File: src/hdl/sli_pkg.sv
// Shared types and constants for the sorted list insert block.
// Used by sli_store and sorted_list_insert_top; depends on nothing else.
`default_nettype none

package sli_pkg;

    localparam int DEPTH  = 16;
    localparam int CNT_W  = $clog2(DEPTH + 1);
    localparam int IDX_W  = $clog2(DEPTH);
    localparam int DATA_W = 32;

    localparam logic [1:0] REQ_FRONT = 2'd0;
    localparam logic [1:0] REQ_BACK  = 2'd1;

    typedef enum logic [1:0] {
        ST_OK       = 2'd0,
        ST_UNSORTED = 2'd1,
        ST_FULL     = 2'd2
    } status_t;

    typedef enum logic [2:0] {
        S_IDLE,
        S_SCAN,
        S_SHIFT,
        S_WRITE,
        S_DONE
    } state_t;

    typedef struct packed {
        logic                     rd_en;
        logic [IDX_W-1:0]         rd_addr;
        logic                     wr_en;
        logic [IDX_W-1:0]         wr_addr;
        logic signed [DATA_W-1:0] wr_data;
    } mem_req_t;

endpackage

`default_nettype wire

File: src/hdl/sli_store.sv
// Entry store of the sorted list: one write port and one registered read port.
// Depends on sli_pkg for the depth, widths and the port request struct.
`default_nettype none

module sli_store
    import sli_pkg::*;
(
    input  wire logic                     clk,
    input  wire mem_req_t                 req,
    output logic signed [DATA_W-1:0]      rd_data
);

    logic signed [DATA_W-1:0] mem [DEPTH];

    always_ff @(posedge clk)
    begin
        if (req.wr_en)
        begin
            mem[req.wr_addr] <= req.wr_data;
        end
        if (req.rd_en)
        begin
            rd_data <= mem[req.rd_addr];
        end
    end

endmodule

`default_nettype wire

File: src/hdl/sorted_list_insert_top.sv
// Sorted list insert block: sequencer, head/tail tracking and result register.
// Depends on sli_pkg and sli_store.
//
// Usage: each request on the slave stream carries a value in tdata and the
// request kind in tuser (front push, back push, ascending insert). Every
// request yields exactly one result on the master stream: status in tuser,
// and head, tail and entry count in tdata.
// An ascending insert first reads all stored entries through the single
// read port of the entry store, checking order and finding the insert
// position. Any accepted insert then moves the entries behind the position
// up by one, a read and a write overlapped per entry, then writes the new
// value and loads the result. A push refused as full goes straight to
// loading its result, with no scan and no move. The store's read port sets
// the time.
// Requests are taken one at a time; tready is high only while idle.
// Reset empties the list at once; the entries need no clearing.
// A stalled result waits in the output register; the next request may be
// accepted meanwhile, but its result is held back until the slot frees.
`default_nettype none

module sorted_list_insert_top
    import sli_pkg::*;
(
    input  wire logic         clk,
    input  wire logic         rst_n,
    input  wire logic         s_axis_tvalid,
    output logic              s_axis_tready,
    input  wire logic [31:0]  s_axis_tdata,   // value[31:0]
    input  wire logic [1:0]   s_axis_tuser,   // req_type[1:0]
    output logic              m_axis_tvalid,
    input  wire logic         m_axis_tready,
    output logic [71:0]       m_axis_tdata,   // head_value[31:0], tail_value[63:32],
                                              // entry_count[68:64], zero fill[71:69]
    output logic [1:0]        m_axis_tuser    // status[1:0]
);

    state_t                   state_reg, state_next;
    logic signed [DATA_W-1:0] value_reg, value_next;
    logic [CNT_W-1:0]         len_reg, len_next;
    logic signed [DATA_W-1:0] head_reg, head_next;
    logic signed [DATA_W-1:0] tail_reg, tail_next;
    logic [CNT_W-1:0]         idx_reg, idx_next;
    logic                     pend_reg, pend_next;
    logic [IDX_W-1:0]         pend_idx_reg, pend_idx_next;
    logic signed [DATA_W-1:0] prev_reg, prev_next;
    logic                     unsorted_reg, unsorted_next;
    logic                     found_reg, found_next;
    logic [CNT_W-1:0]         pos_reg, pos_next;
    status_t                  status_reg, status_next;

    logic                     out_valid_reg, out_valid_next;
    status_t                  out_status_reg, out_status_next;
    logic signed [DATA_W-1:0] out_head_reg, out_head_next;
    logic signed [DATA_W-1:0] out_tail_reg, out_tail_next;
    logic [CNT_W-1:0]         out_count_reg, out_count_next;

    mem_req_t                 mem_req;
    logic signed [DATA_W-1:0] rd_data;
    logic                     in_accept;
    logic                     list_full;
    logic [CNT_W-1:0]         scan_pos;
    logic [CNT_W-1:0]         shift_addr;

    sli_store u_store (
        .clk     (clk),
        .req     (mem_req),
        .rd_data (rd_data)
    );

    assign s_axis_tready = (state_reg == S_IDLE);
    assign in_accept     = s_axis_tvalid && s_axis_tready;
    assign list_full     = (len_reg == CNT_W'(DEPTH));
    assign scan_pos      = found_reg ? pos_reg : len_reg;
    assign shift_addr    = pos_reg + idx_reg - CNT_W'(1);

    always_ff @(posedge clk or negedge rst_n)
    begin
        if (!rst_n)
        begin
            state_reg     <= S_IDLE;
            len_reg       <= '0;
            pend_reg      <= 1'b0;
            out_valid_reg <= 1'b0;
        end
        else
        begin
            state_reg     <= state_next;
            len_reg       <= len_next;
            pend_reg      <= pend_next;
            out_valid_reg <= out_valid_next;
        end
    end

    always_ff @(posedge clk)
    begin
        value_reg      <= value_next;
        head_reg       <= head_next;
        tail_reg       <= tail_next;
        idx_reg        <= idx_next;
        pend_idx_reg   <= pend_idx_next;
        prev_reg       <= prev_next;
        unsorted_reg   <= unsorted_next;
        found_reg      <= found_next;
        pos_reg        <= pos_next;
        status_reg     <= status_next;
        out_status_reg <= out_status_next;
        out_head_reg   <= out_head_next;
        out_tail_reg   <= out_tail_next;
        out_count_reg  <= out_count_next;
    end

    always_comb
    begin
        state_next      = state_reg;
        value_next      = value_reg;
        len_next        = len_reg;
        head_next       = head_reg;
        tail_next       = tail_reg;
        idx_next        = idx_reg;
        pend_next       = 1'b0;
        pend_idx_next   = pend_idx_reg;
        prev_next       = prev_reg;
        unsorted_next   = unsorted_reg;
        found_next      = found_reg;
        pos_next        = pos_reg;
        status_next     = status_reg;
        out_valid_next  = out_valid_reg && !m_axis_tready;
        out_status_next = out_status_reg;
        out_head_next   = out_head_reg;
        out_tail_next   = out_tail_reg;
        out_count_next  = out_count_reg;
        mem_req         = '0;

        unique case (state_reg)
            S_IDLE:
            begin
                if (in_accept)
                begin
                    value_next    = $signed(s_axis_tdata);
                    idx_next      = '0;
                    found_next    = 1'b0;
                    unsorted_next = 1'b0;
                    if (s_axis_tuser[1])
                    begin
                        state_next = S_SCAN;
                    end
                    else if (list_full)
                    begin
                        status_next = ST_FULL;
                        state_next  = S_DONE;
                    end
                    else
                    begin
                        pos_next   = (s_axis_tuser == REQ_FRONT) ? '0 : len_reg;
                        idx_next   = (s_axis_tuser == REQ_FRONT) ? len_reg : '0;
                        state_next = S_SHIFT;
                    end
                end
            end

            S_SCAN:
            begin
                if (idx_reg < len_reg)
                begin
                    mem_req.rd_en   = 1'b1;
                    mem_req.rd_addr = idx_reg[IDX_W-1:0];
                    idx_next        = idx_reg + CNT_W'(1);
                    pend_next       = 1'b1;
                    pend_idx_next   = idx_reg[IDX_W-1:0];
                end
                // The word read last cycle is checked against its neighbor and
                // against the new value; the first larger entry marks the slot.
                if (pend_reg)
                begin
                    if ((pend_idx_reg != '0) && (prev_reg > rd_data))
                    begin
                        unsorted_next = 1'b1;
                    end
                    if (!found_reg && (rd_data > value_reg))
                    begin
                        found_next = 1'b1;
                        pos_next   = CNT_W'(pend_idx_reg);
                    end
                    prev_next = rd_data;
                end
                if ((idx_reg == len_reg) && !pend_reg)
                begin
                    if (unsorted_reg)
                    begin
                        status_next = ST_UNSORTED;
                        state_next  = S_DONE;
                    end
                    else if (list_full)
                    begin
                        status_next = ST_FULL;
                        state_next  = S_DONE;
                    end
                    else
                    begin
                        pos_next   = scan_pos;
                        idx_next   = len_reg - scan_pos;
                        state_next = S_SHIFT;
                    end
                end
            end

            S_SHIFT:
            begin
                // Entries move up from the tail down, one read and one write
                // in flight per cycle.
                if (idx_reg != '0)
                begin
                    mem_req.rd_en   = 1'b1;
                    mem_req.rd_addr = shift_addr[IDX_W-1:0];
                    idx_next        = idx_reg - CNT_W'(1);
                    pend_next       = 1'b1;
                    pend_idx_next   = shift_addr[IDX_W-1:0];
                end
                if (pend_reg)
                begin
                    mem_req.wr_en   = 1'b1;
                    mem_req.wr_addr = pend_idx_reg + IDX_W'(1);
                    mem_req.wr_data = rd_data;
                end
                if ((idx_reg == '0) && !pend_reg)
                begin
                    state_next = S_WRITE;
                end
            end

            S_WRITE:
            begin
                mem_req.wr_en   = 1'b1;
                mem_req.wr_addr = pos_reg[IDX_W-1:0];
                mem_req.wr_data = value_reg;
                len_next        = len_reg + CNT_W'(1);
                if (pos_reg == '0)
                begin
                    head_next = value_reg;
                end
                if (pos_reg == len_reg)
                begin
                    tail_next = value_reg;
                end
                status_next = ST_OK;
                state_next  = S_DONE;
            end

            S_DONE:
            begin
                if (!out_valid_reg || m_axis_tready)
                begin
                    out_valid_next  = 1'b1;
                    out_status_next = status_reg;
                    out_head_next   = (len_reg == '0) ? '0 : head_reg;
                    out_tail_next   = (len_reg == '0) ? '0 : tail_reg;
                    out_count_next  = len_reg;
                    state_next      = S_IDLE;
                end
            end

            default:
            begin
                state_next = S_IDLE;
            end
        endcase
    end

    assign m_axis_tvalid = out_valid_reg;
    assign m_axis_tuser  = out_status_reg;
    assign m_axis_tdata  = {3'b000, out_count_reg, out_tail_reg, out_head_reg};

    a_len_bound: assert property (@(posedge clk) disable iff (!rst_n)
        len_reg <= CNT_W'(DEPTH))
        else $error("entry count exceeds the list depth");

    a_busy_after_accept: assert property (@(posedge clk) disable iff (!rst_n)
        in_accept |=> !s_axis_tready)
        else $error("request taken while another is in progress");

    a_ok_nonempty: assert property (@(posedge clk) disable iff (!rst_n)
        (out_valid_reg && (out_status_reg == ST_OK)) |-> (out_count_reg != '0))
        else $error("successful insert reported with an empty list");

    a_empty_zero: assert property (@(posedge clk) disable iff (!rst_n)
        (out_valid_reg && (out_count_reg == '0))
            |-> ((out_head_reg == '0) && (out_tail_reg == '0)))
        else $error("empty list reported with nonzero head or tail");

endmodule

`default_nettype wire

File: config.mk
export PLATFORM = sky130hd
export DESIGN_NAME = sorted_list_insert_top
export DESIGN_NICKNAME = d
export VERILOG_FILES = /design/src/hdl/sli_pkg.sv /design/src/hdl/sli_store.sv /design/src/hdl/sorted_list_insert_top.sv
export SDC_FILE = /design/constraint.sdc
export NUM_CORES = 1
export LEC_CHECK = 0
export BUFFER_PORTS_ARGS = -buffer_cell sky130_fd_sc_hd__buf_2
export CORE_MARGIN = 1
export CORE_UTILIZATION = 40
export CTS_BUF_LIST = sky130_fd_sc_hd__clkbuf_16
export DETAILED_ROUTE_END_ITERATION = 7
export PLACE_DENSITY = 0.6
export SYNTH_ARGS = -nofsm -noshare
export SYNTH_HDL_FRONTEND = slang
export SYNTH_SLANG_ARGS = --single-unit
File: constraint.sdc
create_clock -name clk -period 4.07 [get_ports clk]
set_input_delay 0 -clock clk [delete_from_list [all_inputs] [get_ports clk]]
set_output_delay 0 -clock clk [all_outputs]
set_load 0.02 [all_outputs]
# Yosys cells after proc, flatten, opt, wreduce, memory -nomap -nowiden
# Memory sizes are Yosys's and may differ from the RTL's. A register that Yosys moved wholly into a read port is not among the register bits.
# Index checks and enable logic that the tools add are counted.
[word_totals]
mem_count = 1
reg_bits = 227
latch_bits = 0
out_inout_bits = 76
in_bits = 38
romBits = 0
ram_bits = 512
[mem_list]
columns = ["memory", "words", "width", "read_ports", "rd_clocked_by_memory_dff", "wr", "line", "rtl"]
rows = [
  ["u_store.mem", 16, 32, 1, 1, 1, "sli_store.sv:13", "logic signed [DATA_W-1:0] mem [DEPTH];"],
]
[op_classes]
n_addsub = 7
shifts = 0
reduce_logical = 34
eq_ne = 18
multipliers = 0
bitwise = 0
muxes = 57
n_div = 0
n_lt_le_gt_ge = 3
[ops]
columns = ["operator", "n"]
rows = [
  ["5-bit 2-to-1 mux", 21],
  ["37-bit one-hot mux with 2 select lines", 1],
  ["32-bit greater-than comparator", 2],
  ["37-bit 2-to-1 mux", 1],
  ["3-bit 2-to-1 mux", 7],
  ["2-bit != test (second input constant)", 10],
  ["5-bit one-hot mux with 2 select lines", 2],
  ["4-bit AND reduction", 5],
  ["5-bit logical NOT", 3],
  ["3-bit one-hot mux with 5 select lines", 1],
  ["5-bit one-hot mux with 3 select lines", 1],
  ["1-bit 2-to-1 mux", 11],
  ["5-bit by 1-bit adder with 5-bit output (second input constant)", 2],
  ["5-bit == test", 2],
  ["2-bit 2-to-1 mux", 5],
  ["2-bit AND reduction", 5],
  ["4-bit 2-to-1 mux", 2],
  ["4-bit one-hot mux with 2 select lines", 1],
  ["3-bit by 2-bit == test with 1-bit output (second input constant)", 2],
  ["1-bit logical AND", 6],
  ["1-bit one-hot mux with 2 select lines", 3],
  ["2-bit one-hot mux with 3 select lines", 1],
  ["3-bit AND reduction", 2],
  ["3-bit nonzero test", 2],
  ["17 further kinds", 21],
]

# Depth between registers and ports, before layout
# Gate-level depths: netlist of run 1.
[logic_depth]
ltp_word = 8
ltp_mapped = 13

# Hierarchy
# Synthesis of run 1 repeated with hierarchy kept, for this count alone.
[hier_totals]
hier_cells = 1658
hier_area_um2 = 31057.3
[modules_own_cells]
columns = ["module", "n_inst", "seq_area_each_um2", "cells_each", "area_per_inst_um2"]
rows = [
  ["sli_store", 1, 16335.7, 838, 20155.6],
  ["sorted_list_insert_top", 1, 6766.5, 820, 10901.7],
]

# Worst setup path after synthesis of run 1
# Ideal clock, no wire load.
[synth_timing]
kind = "register -> register"
startpoint = "register state_reg[2]"
endpoint = "memory u_store.mem[13][0] (enable)"
period_less_slack_ns = 3.278
required_ns = 3.649
path_buffers = 2
path_slack_ns = 0.792
stages_incl_launch_ff = 9
setup_time_ns = 0.421
arrival_time_ns = 2.857
path_cell_list = "dfrtp_1 > buf_2 > nor3b_2 > clkbuf_1 > and2_1 > nand2_1 > nand2_1 > nand2_1 > nor2_1"
[synth_between]
elab_chain_len = 4
[synth_lines]
columns = ["item", "line", "rtl"]
rows = [
  ["start, declared", "sorted_list_insert_top.sv:37", "state_t state_reg, state_next;"],
  ["start signal, assigned", "sorted_list_insert_top.sv:87", "state_reg <= state_next;"],
  ["3-bit by 2-bit == test with 1-bit output", "sorted_list_insert_top.sv:134", "unique case (state_reg)"],
  ["37-bit one-hot mux with 2 select lines (*)", "sorted_list_insert_top.sv:134", ""],
  ["1-bit 2-to-1 mux", "sli_store.sv:17", "if (req.wr_en)"],
  ["1-bit 2-to-1 mux (not written as such)", "sli_store.sv:19", "mem[req.wr_addr] <= req.wr_data;"],
  ["end, declared", "sli_store.sv:13", ""],
]
# Mark *: on every way between the ends. The rest lies on a longest branch, timed or not.

# Worst setup path after layout of run 1
[layout_timing]
startpoint = "register idx_reg[2]"
endpoint = "register u_store.rd_data[15] (read register of u_store.mem) (data pin)"
[layout_between]
elab_chain_len = 4
[layout_lines]
columns = ["item", "line", "rtl"]
rows = [
  ["start, declared", "sorted_list_insert_top.sv:42", "logic [CNT_W-1:0] idx_reg, idx_next;"],
  ["start signal, assigned", "sorted_list_insert_top.sv:99", "idx_reg <= idx_next;"],
  ["4-bit adder", "sorted_list_insert_top.sv:74", "assign shift_addr = pos_reg + idx_reg - CNT_W'(1);"],
  ["4-bit by 1-bit subtractor with 4-bit output", "sorted_list_insert_top.sv:74", ""],
  ["5-bit 2-to-1 mux", "sorted_list_insert_top.sv:211", "if (idx_reg != '0)"],
  ["5-bit one-hot mux with 2 select lines (*)", "sorted_list_insert_top.sv:134", ""],
  ["end, declared", "sli_store.sv:10", "output logic signed [DATA_W-1:0] rd_data"],
]
# Marks and branches as above.
# A chain may end at the register's enable or synchronous reset.

==> results.ini, run 1 <==
[status]
status=complete, no violations

[worst_setup_path]
cp_slowest_cell=o21ai_4
path_class=flip-flop to flip-flop
max_stage_delay_ns=0.62
path_buf_inv=1
worstPathRequired_ns=4.43
end_kind=flip-flop
cp-start-kind=flip-flop
crit_path_cell_trace=ha_1, and3_1, o21ai_0, nand4_1, o21ai_4, buf_4, mux4_2, a22oi_1, nand2_1
cp_top_family=compound AO/OA/AOI/OAI gates
worst-endpoint-arrival_ns=3.86
worst-path-max-fanout=11

[routing]
vias=16340
viasPerCell=5.340
ant_nets=0
wl_mm=71.87
drcViolationCount=0
wl_per_cell_microns=23.49
drt_iter0_drc=1385
drtPass1Iterations=5

[timing]
post-route-period-util=0.8595
final-max-slew-violation-count=0
fin_skew_ns=0.01566
fin_ws_ns=0.5717
setup_viol=0
fin_hold_ws_ns=0.09290
slew_headroom=0.4067
period_needed_ns=3.498
rsz0062_at_grt=no
hold_violations=0
worstMarginPinSlew_ns=0.8899
clock.fmax_ghz=0.2859
fin_tns_setup_ns=0

[clock_network]
cts_buffers=76
clk_pin_slew_ns=0.06
cts_resized=0
h-tree-depth=3
cts_tree=done
cts-root-buf=clkbuf_16
cts_sinks=771
ctsLongestPathBuffers=3
cts_setup_buffers=0
postCtsHoldBufs=38
clkLatencyLatePin_ns=0.62

[finish]
largest_reg_flops=512
seqCellArea_sq_mm=0.02310
diodes=0
fill_cells=6346
regMostFlops=u_store.mem
finalNonFillerCells=3060
layout_commonest_cell=edfxtp_1
design_area_sq_mm=0.03655
drive_gt1_frac=0.2365
multi_input_area_sq_mm=0.007455
finalNetCount=2097
syn_to_final_growth_pct=17.57
layout_common_cells=761 x edfxtp_1, 128 x mux4_2, 110 x nand2_1, 110 x buf_2, 105 x inv_1
finalCoreUtilization=0.4781

[yosys]
synthFlopType=edfxtp_1
seq_area_frac_synth=0.7431
ys.warnings.count=0
synth_edf_count=761
synthArstFlopShare=0.01297
netlist_instances=1715
ys_ff_latch=771
ys_types=57
synth_area_per_cell_sq_um=18.13
synthesis.area_sq_mm=0.03109

[power_and_ir_drop]
seqPwrFrac=0.382
net-switching-power_mw=10.48
vdd_ir_drop_max_uv=648.9
power_density_mw_per_mm2=838.9
p_comb_frac=0.386
p_sw_frac=0.3416
p_leak_nw=12.69
clock_power_share=0.232
power_mw=30.66
p_int_mw=20.19

[place]
gp_congestion=0.8679
numPortBuffers=110
dpl.hpwl_mm=45.23
placed_area_sq_mm=0.03364
dp.cells=2886
post-place-ws_ns=0.5673

[floorplan]
dieHeight_microns=280.8
placeableCoreArea_sq_mm=0.07645
die_w_microns=280.8
rows=101
dieArea_sq_mm=0.07884
num_io_pins=114
initial_utilization=0.4066

[global_routing]
grt_max_degree=72
grt_usage=0.1853
grt_pass1_wl_mm=107.0
antenna_found_initial=0
first_global_vias=16770
grt_overflow_total=0

[min_path]
hold_class=input pin to flip-flop

[flow_run]
maxCapViolCount=0

## cells in the mapped netlist (5+ instances only)
library cell    n  area [sq um]
nand2_1       110         412.9
nor2b_1        70         437.9
inv_1          91         341.6
clkbuf_1       47         176.4
edfxtp_1      761         22850
ha_1           85          1064
buf_6           8         90.09
a22oi_1        69         518.0
xnor2_1        13         113.9
o21ai_0        66         330.3
nor4_1          5         31.28
nor3_1          9         45.04
nand4_1        20         125.1
buf_2          10         50.05
buf_4           9         67.56
and3_1          5         31.28
dfrtp_1        10         250.2
a21oi_1        36         180.2
nor2_1         40         150.1
nand3_1        17         85.08
mux4_2        128          2883
nand2b_1        5         31.28
xor2_1         10         87.58
a31oi_1         6         37.54
o21a_1          6         45.04
a21o_1         19         142.6
## layer usage
metal	track usage	up-vias	wire length, microns
li1	-	7288	-
met3	0.02860	95	4240
met2	0.3114	495	35240
met5	0	-	0
met4	0.05703	0	1500
met1	0.2481	8462	30880
## area by class of cell
class | instances | area share
clock buffers | 80 | 0.05477
clock inverters | 56 | 0.01445
inverters | 92 | 0.009448
multi-input cells | 780 | 0.2040
flip-flops and latches | 771 | 0.6321
well taps | 1030 | 0.03526
repair buffers | 251 | 0.05005
## kinds of logic (layout without fill, tap and decap cells)
| group | count (synthesis) | after routing | share of synthesized area |
|---|---|---|---|
| flops | 771 | 771 | 0.7431 |
| simple gates | 306 | 306 | 0.04995 |
| compound gates | 229 | 229 | 0.04737 |
| buf+inv | 166 | 479 | 0.02346 |
| mux | 132 | 132 | 0.09402 |
| fa+ha+maj | 87 | 87 | 0.03550 |
| xor+xnor | 23 | 23 | 0.006480 |
| other cells | 1 | 3 | 0.0001206 |
## power groups by stage
stage | sequential (mW) | combinational (mW) | clock (mW)
2_1_floorplan | 11.5 | 8.09 | 0
3_3_place_gp | 11.8 | 11.7 | 0
3_5_place_dp | 11.9 | 11.9 | 0
4_1_cts | 11.7 | 12.0 | 7.27
5_1_grt | 11.8 | 12.9 | 7.55
6_report | 11.7 | 11.8 | 7.11
## final timing paths
kind / from / to / slack (ns) / depth (start not counted)
max: idx_reg[2] / u_store.rd_data[15] / 0.57 / 9
min: s_axis_tdata[22] / value_reg[22] / 0.09 / 2
max reg2reg: idx_reg[2] / u_store.rd_data[15] / 0.57 / 9
min reg2reg: status_reg[0] / m_axis_tuser[0] / 0.48 / 0
max in group asynchronous: rst_n / len_reg[2] / 3.20 / 3
min in group asynchronous: rst_n / pend_reg / 0.47 / 3
No activity file was read; power rests on OpenSTA's default activity.
==> inputs of run 2 (changes only) <==
RECOVER_POWER = 50   (was unset)
==> run 2 against run 1 <==
  * Design area down 0.59%
  * Core utilization shrank 0.28 points
  * Largest power group is now registers
  * Critical endpoint is now u_store.mem[0][11]
  * The flow now finishes with violations (max-capacitance violations, max-slew violations)
  * Critical path depth down 2
==> results.ini, run 2 (same netlist as run 1, synthesis figures left out) <==
[timing]
hold_violations=0  ; unchanged
post-route-period-util=0.9126  ; was 0.8595
rsz0062_at_grt=no  ; unchanged
period_needed_ns=3.714  ; was 3.498 ns
clock.fmax_ghz=0.2692  ; was 0.2859 GHz
fin_tns_setup_ns=0  ; unchanged
fin_hold_ws_ns=0.09327  ; was 0.09290 ns
slew_headroom=-0.3974  ; was 0.4067
final-max-slew-violation-count=180  ; was 0
worstMarginPinSlew_ns=2.096  ; was 0.8899 ns
fin_skew_ns=0.01591  ; was 0.01566 ns
fin_ws_ns=0.3555  ; was 0.5717 ns
setup_viol=0  ; unchanged

[routing]
wl_mm=72.05  ; was 71.87 mm
drtPass1Iterations=5  ; unchanged
drcViolationCount=0  ; unchanged
wl_per_cell_microns=23.55  ; was 23.49 microns
vias=16320  ; was 16.34k
drt_iter0_drc=1393  ; was 1385
ant_nets=0  ; unchanged
viasPerCell=5.334  ; was 5.340

[place]
gp_congestion=0.8679  ; unchanged
placed_area_sq_mm=0.03364  ; unchanged
dp.cells=2886  ; unchanged
post-place-ws_ns=0.5673  ; unchanged
dpl.hpwl_mm=45.23  ; unchanged
numPortBuffers=110  ; unchanged

[finish]
finalNetCount=2097  ; unchanged
regMostFlops=u_store.mem  ; unchanged
diodes=0  ; unchanged
drive_gt1_frac=0.1803  ; was 0.2365
multi_input_area_sq_mm=0.007451  ; was 0.007455 sq mm
fill_cells=6437  ; was 6346
largest_reg_flops=512  ; unchanged
seqCellArea_sq_mm=0.02310  ; unchanged
layout_commonest_cell=edfxtp_1  ; unchanged
layout_common_cells=761 x edfxtp_1, 128 x mux4_2, 112 x clkbuf_1  ; was 761 x edfxtp_1, 128 x mux4_2, 110 x nand2_1, 110 x buf_2, 105 x inv_1
finalCoreUtilization=0.4752  ; was 0.4781
syn_to_final_growth_pct=16.87  ; was 17.57%
design_area_sq_mm=0.03633  ; was 0.03655 sq mm
finalNonFillerCells=3060  ; unchanged

[power_and_ir_drop]
clock_power_share=0.233  ; was 0.232
p_comb_frac=0.384  ; was 0.386
p_int_mw=20.09  ; was 20.19 mW
power_mw=30.58  ; was 30.66 mW
power_density_mw_per_mm2=841.7  ; was 838.9 mW/mm^2
p_sw_frac=0.3430  ; was 0.3416
seqPwrFrac=0.383  ; was 0.382
vdd_ir_drop_max_uv=648.4  ; was 648.9 uV
net-switching-power_mw=10.49  ; was 10.48 mW
p_leak_nw=12.34  ; was 12.69 nW

[clock_network]
clk_pin_slew_ns=0.06  ; about the same
cts_tree=done  ; unchanged
cts_resized=0  ; unchanged
h-tree-depth=3  ; unchanged
cts_sinks=771  ; unchanged
cts_buffers=76  ; unchanged
ctsLongestPathBuffers=3  ; unchanged
cts_setup_buffers=0  ; unchanged
cts-root-buf=clkbuf_16  ; unchanged
clkLatencyLatePin_ns=0.62  ; about the same

[floorplan]
die_w_microns=280.8  ; unchanged
dieHeight_microns=280.8  ; unchanged
dieArea_sq_mm=0.07884  ; unchanged
num_io_pins=114  ; unchanged
placeableCoreArea_sq_mm=0.07645  ; unchanged
rows=101  ; unchanged
initial_utilization=0.4066  ; unchanged

[status]
status=finished, violations left  ; was complete, no violations
failed_checks=max-capacitance violations, max-slew violations

[worst_setup_path]
crit_path_cell_trace=buf_4, nand2b_1, nor2_4, clkbuf_1, nand2_1, o21ai_0, clkbuf_1  ; was ha_1, and3_1, o21ai_0, nand4_1, o21ai_4, buf_4, mux4_2, a22oi_1, nand2_1
worstPathRequired_ns=4.38  ; was 4.43 ns
worst-path-max-fanout=40  ; was 11
reg2reg_slack_ns=0.36  ; was 0.57 ns
cp_slowest_cell=clkbuf_1  ; was o21ai_4
max_stage_delay_ns=1.50  ; was 0.62 ns
path_common_cell=clkbuf_1
cp-start-kind=flip-flop  ; unchanged
worst-endpoint-arrival_ns=4.02  ; was 3.86 ns
path_class=flip-flop to flip-flop  ; unchanged
end_kind=flip-flop  ; unchanged

[flow_run]
maxCapViolCount=4  ; was 0

[min_path]
hold_class=input pin to flip-flop  ; unchanged

[global_routing]
grt_max_degree=72  ; unchanged
grt_pass1_wl_mm=107.0  ; unchanged
grt_usage=0.1853  ; unchanged
first_global_vias=16770  ; unchanged
antenna_found_initial=0  ; unchanged
grt_overflow_total=0  ; unchanged

[run 2: cell count changes in the layout (fill, tap and decap cells not counted), sizes merged]
cell    delta
buf      -115
clkbuf   +115
[run 2: power by group through the flow]
stage	clock [mW]	sequential, mW	combinational (mW)
2_1_floorplan	0	11.5	8.09
3_3_place_gp	0	11.8	11.7
3_5_place_dp	0	11.9	11.9
4_1_cts	7.27	11.7	12.0
5_1_grt	7.55	11.8	12.8
6_report	7.12	11.7	11.7
[run 2: what timing repair did]
| item | in CTS | in global routing |
|---|---|---|
| hold endpoints to repair | 48 | 0 |
| setup endpoints to repair | 0 | 0 |
| hold buffers | 38 | 0 |
[run 2: metal layers]
metal / routed length, microns / vias up / global-route usage
li1: - / 7292 / -
met1: 30910 / 8422 / 0.2481
met2: 35350 / 518 / 0.3114
met3: 4330 / 89 / 0.02860
met4: 1463 / 0 / 0.05703
met5: 0 / - / 0
[run 2: final timing paths]
kind                                      endpoint             start  cells past startpoint
worst max-delay path            u_store.mem[0][11]      state_reg[0]                      7
worst min-delay path                 value_reg[17]  s_axis_tdata[17]                      2
worst max register to register  u_store.mem[0][11]      state_reg[0]                      7
worst min register to register     m_axis_tuser[1]     status_reg[1]                      0
max in group asynchronous            m_axis_tvalid             rst_n                      3
min in group asynchronous                 pend_reg             rst_n                      3
[run 2: final cells by class]
cell class | count | share of cell area
sequential | 771 | 0.6358
clock buffer | 80 | 0.05510
clock inverter | 56 | 0.01453
multi-input combinational | 780 | 0.2051
timing repair buffer | 251 | 0.04449
tap | 1030 | 0.03547
inverter | 92 | 0.009504
[run 2: worst max-delay path, delay by kind of cell (launching register included)]
family,cells,cell delay [ns]
simple gates,3,0.47
flops,1,0.34
compound gates,1,0.18
buf+inv,3,2.38
==> inputs of run 3 (changes only) <==
CTS_BUF_LIST = unset   (was sky130_fd_sc_hd__clkbuf_16)
==> run 3 against run 2 <==
  * The flow still finishes with violations (max-capacitance violations, max-slew violations)
  * Via count fell by 0.11%
  * Die area did not move
  * Wire length barely moved
  * Highest routed layer unchanged
==> results.ini, run 3 (same netlist as run 1, synthesis figures left out) <==
[timing]
final-max-slew-violation-count=180  ; unchanged
hold_violations=0  ; unchanged
post-route-period-util=0.9147  ; was 0.9126
rsz0062_at_grt=no  ; unchanged
fin_skew_ns=0.01572  ; was 0.01591 ns
worstMarginPinSlew_ns=2.093  ; was 2.096 ns
clock.fmax_ghz=0.2686  ; was 0.2692 GHz
slew_headroom=-0.3951  ; was -0.3974
period_needed_ns=3.723  ; was 3.714 ns
fin_hold_ws_ns=0.09349  ; was 0.09327 ns
setup_viol=0  ; unchanged
fin_tns_setup_ns=0  ; unchanged

[min_path]
min_from=s_axis_tdata[22]  ; was s_axis_tdata[17]
holdPathStages=2  ; unchanged
hold-path-endpoint=value_reg[22]  ; was value_reg[17]
hold_class=input pin to flip-flop  ; unchanged

[worst_setup_path]
worstPathRequired_ns=4.38  ; about the same
cp-start-kind=flip-flop  ; unchanged
path_class=flip-flop to flip-flop  ; unchanged
worst-endpoint-arrival_ns=4.03  ; was 4.02 ns
end_kind=flip-flop  ; unchanged
worst-path-max-fanout=40  ; unchanged
reg2reg_to=u_store.mem[0][11]  ; unchanged
rr_worst_depth=6  ; was 7
reg2reg_slack_ns=0.35  ; was 0.36 ns
r2r-start=state_reg[2]  ; was state_reg[0]

[routing]
vias=16300  ; was 16.32k
drt_iter0_drc=1381  ; was 1393
drcViolationCount=0  ; unchanged
ant_nets=0  ; unchanged
drtPass1Iterations=7  ; was 5
wl_per_cell_microns=23.54  ; was 23.55 microns
wl_mm=72.03  ; was 72.05 mm
viasPerCell=5.328  ; was 5.334

[place]
placed_area_sq_mm=0.03364  ; unchanged
numPortBuffers=110  ; unchanged
gp_congestion=0.8679  ; unchanged
dpl.hpwl_mm=45.23  ; unchanged
dp.cells=2886  ; unchanged

[power_and_ir_drop]
vdd_ir_drop_max_uv=647.3  ; was 648.4 uV
p_leak_nw=12.28  ; was 12.34 nW
power_density_mw_per_mm2=842.6  ; was 841.7 mW/mm^2

[clock_network]
cts-root-buf=clkbuf_16  ; unchanged
ctsLongestPathBuffers=3  ; unchanged
cts_resized=0  ; unchanged
cts_buffers=76  ; unchanged
clkLatencyLatePin_ns=0.62  ; about the same
cts_tree=done  ; unchanged
cts_setup_buffers=0  ; unchanged
cts_sinks=771  ; unchanged
h-tree-depth=3  ; unchanged
clk_pin_slew_ns=0.06  ; about the same

[floorplan]
num_io_pins=114  ; unchanged
dieHeight_microns=280.8  ; unchanged
die_w_microns=280.8  ; unchanged
placeableCoreArea_sq_mm=0.07645  ; unchanged
initial_utilization=0.4066  ; unchanged
dieArea_sq_mm=0.07884  ; unchanged
rows=101  ; unchanged

[finish]
design_area_sq_mm=0.03633  ; unchanged
fill_cells=6437  ; unchanged
diodes=0  ; unchanged
layout_common_cells=761 x edfxtp_1, 128 x mux4_2, 126 x clkbuf_1  ; was 761 x edfxtp_1, 128 x mux4_2, 112 x clkbuf_1
finalCoreUtilization=0.4752  ; unchanged
drive_gt1_frac=0.1803  ; unchanged
finalNonFillerCells=3060  ; unchanged
regMostFlops=u_store.mem  ; unchanged
seqCellArea_sq_mm=0.02310  ; unchanged
syn_to_final_growth_pct=16.87  ; unchanged
finalNetCount=2097  ; unchanged
largest_reg_flops=512  ; unchanged
multi_input_area_sq_mm=0.007451  ; unchanged
layout_commonest_cell=edfxtp_1  ; unchanged

[global_routing]
antenna_found_initial=0  ; unchanged
grt_overflow_total=0  ; unchanged
grt_usage=0.1853  ; unchanged
first_global_vias=16770  ; unchanged
grt_max_degree=72  ; unchanged
grt_pass1_wl_mm=107.0  ; unchanged

[status]
status=finished, violations left  ; unchanged
failed_checks=max-capacitance violations, max-slew violations  ; unchanged

[flow_run]
maxCapViolCount=4  ; unchanged

[run 3: worst max-delay path by stage]
stage                       startpoint             endpoint  slack (ns)  cells after the start
after floorplan           state_reg[2]   u_store.mem[13][0]        0.79                      8
after global placement      idx_reg[2]  u_store.rd_data[20]        0.63                      9
after detailed placement    idx_reg[2]  u_store.rd_data[15]        0.57                      9
after CTS                   idx_reg[2]  u_store.rd_data[15]        0.56                      9
after global routing      state_reg[0]   u_store.mem[9][11]        0.19                      7
final                     state_reg[2]   u_store.mem[0][11]        0.35                      6
[run 3: critical path, cell delays in order, from the launching register on]
cell      delay [ns]
dfrtp_1         0.50
nand2b_1        0.28
nor2_4          0.17
clkbuf_1        1.51
nand2_1         0.12
o21ai_0         0.18
clkbuf_1        0.63
[run 3: layer usage]
layer  global-route usage  vias up  part of all wire
li1                     -     7290                 -
met1               0.2481     8427              0.43
met2               0.3114      497              0.49
met3              0.02860       89             0.059
met4              0.05703        0             0.020
met5                    0        -                 0
[run 3: final cells by class]
type                    instances  area share
inverters                      92    0.009504
well taps                    1030     0.03547
repair buffers                251     0.04449
flip-flops and latches        771      0.6358
clock inverters                42     0.01309
clock buffers                  94     0.05654
multi-input cells             780      0.2051
[run 3: where the power goes]
group	switching, mW	internal (mW)
Sequential	0.731	11.0
Clock	2.93	4.23
Combinational	6.83	4.91
Total	10.5	20.1
[run 3: repair_timing]
item,CTS,global route
hold buffers,38,0
endpoints found under the setup margin,0,0
hold endpoints to repair,48,0
[run 3: stage by stage]
stage	setup WS, ns	power [mW]
3_5_place_dp	0.5673	23.75
5_1_grt	0.1938	32.17
6_report	0.3473	30.62
3_3_place_gp	0.6322	23.52
4_1_cts	0.5579	30.96
2_1_floorplan	0.7918	19.62
